## src/rtl/core/assert_macros.svh

```systemverilog
// ----------------------------------------------------------------------------
// assertion macros
// shared concurrent assertion forms for the stroke expander
// ----------------------------------------------------------------------------
`ifndef ASSERT_MACROS_SVH
`define ASSERT_MACROS_SVH

// checked on every rising clock edge outside reset
`define ASSERT_SYNC(lbl, prop, msg) \
  lbl: assert property (@(posedge clk_i) disable iff (!rst_ni) prop) else $error(msg);

// checked on every rising clock edge, reset included
`define ASSERT_SYNC_ALWAYS(lbl, prop, msg) \
  lbl: assert property (@(posedge clk_i) prop) else $error(msg);

`endif

```

## src/rtl/core/spqe_pkg.sv

```systemverilog
// ----------------------------------------------------------------------------
// spqe_pkg
// shared codes, types and helpers of the path stroke quad expander
// ----------------------------------------------------------------------------
package spqe_pkg;

  localparam int CoordW = 32;
  localparam int SwW    = 24;
  localparam int QuoW   = 25;
  localparam int RootSteps = 32;

  localparam logic [SwW-1:0] SwReset = 24'd65536;

  // path command codes
  localparam logic [3:0] OP_CLOSE  = 4'd0;
  localparam logic [3:0] OP_MOVE   = 4'd1;
  localparam logic [3:0] OP_LINE   = 4'd2;
  localparam logic [3:0] OP_HLINE  = 4'd3;
  localparam logic [3:0] OP_VLINE  = 4'd4;
  localparam logic [3:0] OP_QUAD   = 4'd5;
  localparam logic [3:0] OP_CUBIC  = 4'd6;
  localparam logic [3:0] OP_SCUBIC = 4'd8;
  localparam logic [3:0] OP_ARC0   = 4'd9;
  localparam logic [3:0] OP_ARC1   = 4'd10;
  localparam logic [3:0] OP_ARC2   = 4'd11;
  localparam logic [3:0] OP_ARC3   = 4'd12;

  // datapath commands
  localparam logic [3:0] CMD_NONE = 4'd0;
  localparam logic [3:0] CMD_PREP = 4'd1;
  localparam logic [3:0] CMD_SQX  = 4'd2;
  localparam logic [3:0] CMD_SQY  = 4'd3;
  localparam logic [3:0] CMD_ROOT = 4'd4;
  localparam logic [3:0] CMD_MULX = 4'd5;
  localparam logic [3:0] CMD_MULY = 4'd6;
  localparam logic [3:0] CMD_DIV  = 4'd7;
  localparam logic [3:0] CMD_LOAD = 4'd8;

  typedef struct packed {
    logic [3:0] op;
    logic [4:0] step;
    logic       accept;
  } cmd_t;

  typedef struct packed {
    logic draw;
  } sts_t;

  function automatic logic [CoordW-1:0] sat32(input logic signed [CoordW:0] v);
    logic [CoordW-1:0] r;
    if (v[CoordW] != v[CoordW-1]) begin
      r = v[CoordW] ? {1'b1, {(CoordW-1){1'b0}}} : {1'b0, {(CoordW-1){1'b1}}};
    end else begin
      r = v[CoordW-1:0];
    end
    return r;
  endfunction

endpackage

```

## src/rtl/core/spqe_ctrl.sv

```systemverilog
// ----------------------------------------------------------------------------
// spqe_ctrl
// sequencer for command intake, root, divide and result handoff
// ----------------------------------------------------------------------------
`include "assert_macros.svh"

module spqe_ctrl (
  input  logic          clk_i,
  input  logic          rst_ni,
  input  logic          in_valid_i,
  output logic          in_ready_o,
  output logic          out_valid_o,
  input  logic          out_ready_i,
  input  spqe_pkg::sts_t sts_i,
  output spqe_pkg::cmd_t cmd_o
);

  localparam logic [3:0] ST_IDLE = 4'd0;
  localparam logic [3:0] ST_PREP = 4'd1;
  localparam logic [3:0] ST_SQX  = 4'd2;
  localparam logic [3:0] ST_SQY  = 4'd3;
  localparam logic [3:0] ST_ROOT = 4'd4;
  localparam logic [3:0] ST_MULX = 4'd5;
  localparam logic [3:0] ST_DIVX = 4'd6;
  localparam logic [3:0] ST_MULY = 4'd7;
  localparam logic [3:0] ST_DIVY = 4'd8;
  localparam logic [3:0] ST_FIN  = 4'd9;

  localparam logic [4:0] RootLast = 5'(spqe_pkg::RootSteps - 1);
  localparam logic [4:0] DivLast  = 5'(spqe_pkg::QuoW - 1);

  logic [3:0] st_q, st_d;
  logic [4:0] cnt_q, cnt_d;
  logic       ovld_q, ovld_d;
  logic       in_fire, load;

  assign in_ready_o  = (st_q == ST_IDLE);
  assign in_fire     = in_valid_i && in_ready_o;
  assign out_valid_o = ovld_q;
  assign load        = (st_q == ST_FIN) && (!ovld_q || out_ready_i);

  always_comb begin
    st_d  = st_q;
    cnt_d = cnt_q;
    cmd_o = '{op: spqe_pkg::CMD_NONE, step: cnt_q, accept: in_fire};
    case (st_q)
      ST_IDLE: begin
        if (in_fire && sts_i.draw) st_d = ST_PREP;
      end
      ST_PREP: begin
        cmd_o.op = spqe_pkg::CMD_PREP;
        st_d = ST_SQX;
      end
      ST_SQX: begin
        cmd_o.op = spqe_pkg::CMD_SQX;
        st_d = ST_SQY;
      end
      ST_SQY: begin
        cmd_o.op = spqe_pkg::CMD_SQY;
        cnt_d = '0;
        st_d = ST_ROOT;
      end
      ST_ROOT: begin
        cmd_o.op = spqe_pkg::CMD_ROOT;
        cnt_d = cnt_q + 5'd1;
        if (cnt_q == RootLast) st_d = ST_MULX;
      end
      ST_MULX: begin
        cmd_o.op = spqe_pkg::CMD_MULX;
        cnt_d = '0;
        st_d = ST_DIVX;
      end
      ST_DIVX: begin
        cmd_o.op = spqe_pkg::CMD_DIV;
        cnt_d = cnt_q + 5'd1;
        if (cnt_q == DivLast) st_d = ST_MULY;
      end
      ST_MULY: begin
        cmd_o.op = spqe_pkg::CMD_MULY;
        cnt_d = '0;
        st_d = ST_DIVY;
      end
      ST_DIVY: begin
        cmd_o.op = spqe_pkg::CMD_DIV;
        cnt_d = cnt_q + 5'd1;
        if (cnt_q == DivLast) st_d = ST_FIN;
      end
      ST_FIN: begin
        if (load) begin
          cmd_o.op = spqe_pkg::CMD_LOAD;
          st_d = ST_IDLE;
        end
      end
      default: st_d = ST_IDLE;
    endcase
  end

  always_comb begin
    ovld_d = ovld_q;
    if (load) ovld_d = 1'b1;
    else if (out_ready_i) ovld_d = 1'b0;
  end

  always_ff @(posedge clk_i or negedge rst_ni) begin
    if (!rst_ni) begin
      st_q   <= ST_IDLE;
      cnt_q  <= '0;
      ovld_q <= 1'b0;
    end else begin
      st_q   <= st_d;
      cnt_q  <= cnt_d;
      ovld_q <= ovld_d;
    end
  end

  `ASSERT_SYNC(a_fin_holds, (st_q == ST_FIN && ovld_q && !out_ready_i) |=> (st_q == ST_FIN), "finished word lost while output full")
  `ASSERT_SYNC(a_root_len, (st_q == ST_ROOT && cnt_q == RootLast) |=> (st_q == ST_MULX), "root did not end after its last step")
  `ASSERT_SYNC(a_nodraw_idle, (in_fire && !sts_i.draw) |=> (st_q == ST_IDLE), "command without segment left idle")

endmodule

```

## config.mk

```make
export PLATFORM = sky130hd
export DESIGN_NAME = spqe_ctrl
export DESIGN_NICKNAME = d
export VERILOG_FILES = /design/src/rtl/core/spqe_pkg.sv /design/src/rtl/core/spqe_ctrl.sv
export VERILOG_INCLUDE_DIRS = /design/src /design/src/rtl/core
export SDC_FILE = /design/constraint.sdc
export NUM_CORES = 1
export LEC_CHECK = 0
export ABC_AREA = 1
export BUFFER_PORTS_ARGS = -buffer_cell sky130_fd_sc_hd__buf_2
export CORE_MARGIN = 2
export CORE_UTILIZATION = 46
export CTS_CLUSTER_DIAMETER = 150
export DETAILED_ROUTE_END_ITERATION = 10
export GPL_ROUTABILITY_DRIVEN = 0
export PLACE_DENSITY = 0.78
export SETUP_SLACK_MARGIN = 0.1
export SKIP_CTS_REPAIR_TIMING = 1
export SLEW_MARGIN = 20
export SYNTH_ARGS = -nofsm -noshare
export SYNTH_HDL_FRONTEND = slang
export SYNTH_SLANG_ARGS = --single-unit
```

## constraint.sdc

```tcl
create_clock -name clk_i -period 2 [get_ports clk_i]
set_clock_uncertainty 0.1 [all_clocks]
set_input_delay 0.4 -clock clk_i [delete_from_list [all_inputs] [get_ports clk_i]]
set_output_delay 0.4 -clock clk_i [all_outputs]
set_load 0.005 [all_outputs]
```

==> impl_metrics.ini <==
[finish]
syn_to_final_growth_pct = 27.5
num-fill-cells = 139
final_area_um2 = 940
layout.nets = 135
final_common_cell = nand2_1
final_cell_mix = 24 x nand2_1, 16 x buf_2, 12 x inv_1
drive_gt1_frac = 0.421
antenna_cells = 0

[logic_synthesis]
yosysSeqAreaShare = 0.340
synth_cell_types = 23
syn_area_um2 = 737
yosysTopAreaCell = dfrtp_1
yosysWarningCount = 0
synthesis.nets = 108
synthTopCellsByArea = dfrtp_1 34%, nand2_1 13%, inv_1 6.1%, ha_1 5.1%, nand2_2 4.2%
muxShareOfSynthArea = 0
avgSynthCellArea_um2 = 7.37
synth_compound_area_frac = 0.109
synthAdderAreaFrac = 0.0509
ys_seq_elements = 10
yosys.area_share.xor_xnor = 0.0119
synth_top_area_frac = 0.340
synth_top_family_by_area = simple AND/OR/NAND/NOR gates
synth-simple-area-share = 0.368
synth_cells = 100

[clock_tree]
cts_made_buffers = 3
cts_tree = done
clock-sinks = 10
root_buffer = clkbuf_4
clock_latency_ns = 0.27
clk_path_buf_depth = 2
h-tree-depth = 1
path_clk_slew_ns = 0.07

[detailed_routing]
drtIter0Drc = 26
vias = 730
wire_per_inst_um = 11.9
ant_nets = 0
firstDrtPassIters = 4
vias_per_cell = 5.14
drc = 0
totalWireLength_mm = 1.70

[timing]
grt_setup_unrepaired = yes
slew-limit-headroom = 0.840
maxSlewViolCount = 0
finalHoldViolCount = 0
fmax_mhz = 538
fin_setup_tns_ns = 0
worst_pin_slew_ns = 0.240
setup_violations = 0
layout_min_cycle_time_ns = 1.86
post-route-period-util = 0.929

[pwr]
leakage_nw = 0.537
peakVddDrop_v = 0.000916
power.density_nw_per_um2 = 1630

[floorplanning]
start_util = 0.489
fp-row-count = 14
fp.dieH_um = 44.0
die-area_um2 = 1940
fp.coreArea_um2 = 1510
ios = 17
fp.dieW_um = 44.0

[grt]
grt_max_degree = 11
grtUsageTotal = 0.180
grt_pass1_vias = 572
antenna_found_initial = 0
gr-total-overflow = 0
grt_pass1_wl_mm = 2.50

[status]
status = finished clean

[flow_run]
maxCapViolations = 0

[worst_setup_path]
critical_path.max_fanout = 8
critPathLaunchType = flop
crit_required_ns = 1.50
arrival_ns = 1.36
endpoint_kind = output port
worstSetupPathType = reg2out

[hold_path]
hold_path.class = in2reg

[place]
hpwlAfterDp_mm = 1.18
placed_cell_area_um2 = 811
port_buffers = 16
==> kinds of logic after synthesis <==
kind of cell	Yosys count
fa+ha+maj	3
flops	10
simple gates	53
buf+inv	19
xor+xnor	1
compound gates	14
==> report_power, final <==
part	leakage [nW]	total, W	internal (W)	switching [W]
logic	0.388	0.000963	0.000410	0.000553
clock network	0.0210	0.000191	0.000111	0.0000804
registers	0.128	0.000379	0.000277	0.000101
==> Yosys cell counts <==
library cell	n
nor2_4	2
inv_4	1
buf_4	2
a21oi_1	4
nor2_2	4
xor2_1	1
buf_6	1
dfrtp_1	10
inv_1	12
nand3_1	6
nor2_1	8
o21bai_1	1
nand2_1	25
o21ai_1	3
ha_1	3
nand2_4	1
nand3_2	1
o21ai_0	4
nand2_2	5
o2bb2ai_1	1
a21oi_2	1
nand3_4	1
inv_2	3
==> critical path: stages (launching register included) <==
cell	delay [ns]
dfrtp_1	0.46
nor2_4	0.22
nand2_4	0.11
nand2_1	0.10
a21oi_2	0.03
nand2_1	0.05
buf_2	0.10
==> layout make-up <==
type / instances / area (µm²) / area share
multi-input combinational: 71 / 417 / 0.443
sequential: 10 / 254 / 0.270
inverter: 16 / 62.6 / 0.0666
tap: 16 / 20.0 / 0.0213
timing repair buffer: 25 / 150 / 0.160
clock buffer: 4 / 36.3 / 0.0386
==> per-layer routing <==
| metal | GRT usage | up-vias | share of wire |
|---|---|---|---|
| li1 | - | 363 | - |
| met4 | 0.109 | 0 | 0.028 |
| met3 | 0.0367 | 7 | 0.049 |
| met5 | 0 | - | 0 |
| met1 | 0.262 | 336 | 0.44 |
| met2 | 0.244 | 24 | 0.48 |
==> sequential cells by signal, summed over array words and instances (netlist names) <==
register / flops
st_q: 4
cnt_q: 5
out_valid_o: 1
==> through the flow <==
step	instances	util	hold slack [ns]	total power [W]	setup WS (ns)
after floorplan	100	-	0.00441	0.000957	0.545
after global placement	129	0.538	0.174	0.00112	0.384
after detailed placement	129	0.538	0.180	0.00114	0.348
after CTS	133	0.562	-0.116	0.00133	0.0390
after global routing	142	0.624	0.240	0.00166	0.0619
final	142	0.624	0.223	0.00153	0.143
==> final timing paths <==
kind / from / endpoint / slack [ns] / depth (start not counted)
setup / recovery: st_q[1] / cmd_o[6] / 0.14 / 6
hold / removal: out_ready_i / out_valid_o / 0.22 / 2
setup reg to reg: cnt_q[1] / st_q[3] / 0.41 / 9
hold reg to reg: out_valid_o / out_valid_o / 0.47 / 2
max in group asynchronous: rst_ni / st_q[2] / 1.17 / 2
min in group asynchronous: rst_ni / st_q[1] / 0.41 / 2
Power figures use the tool's default switching activity.
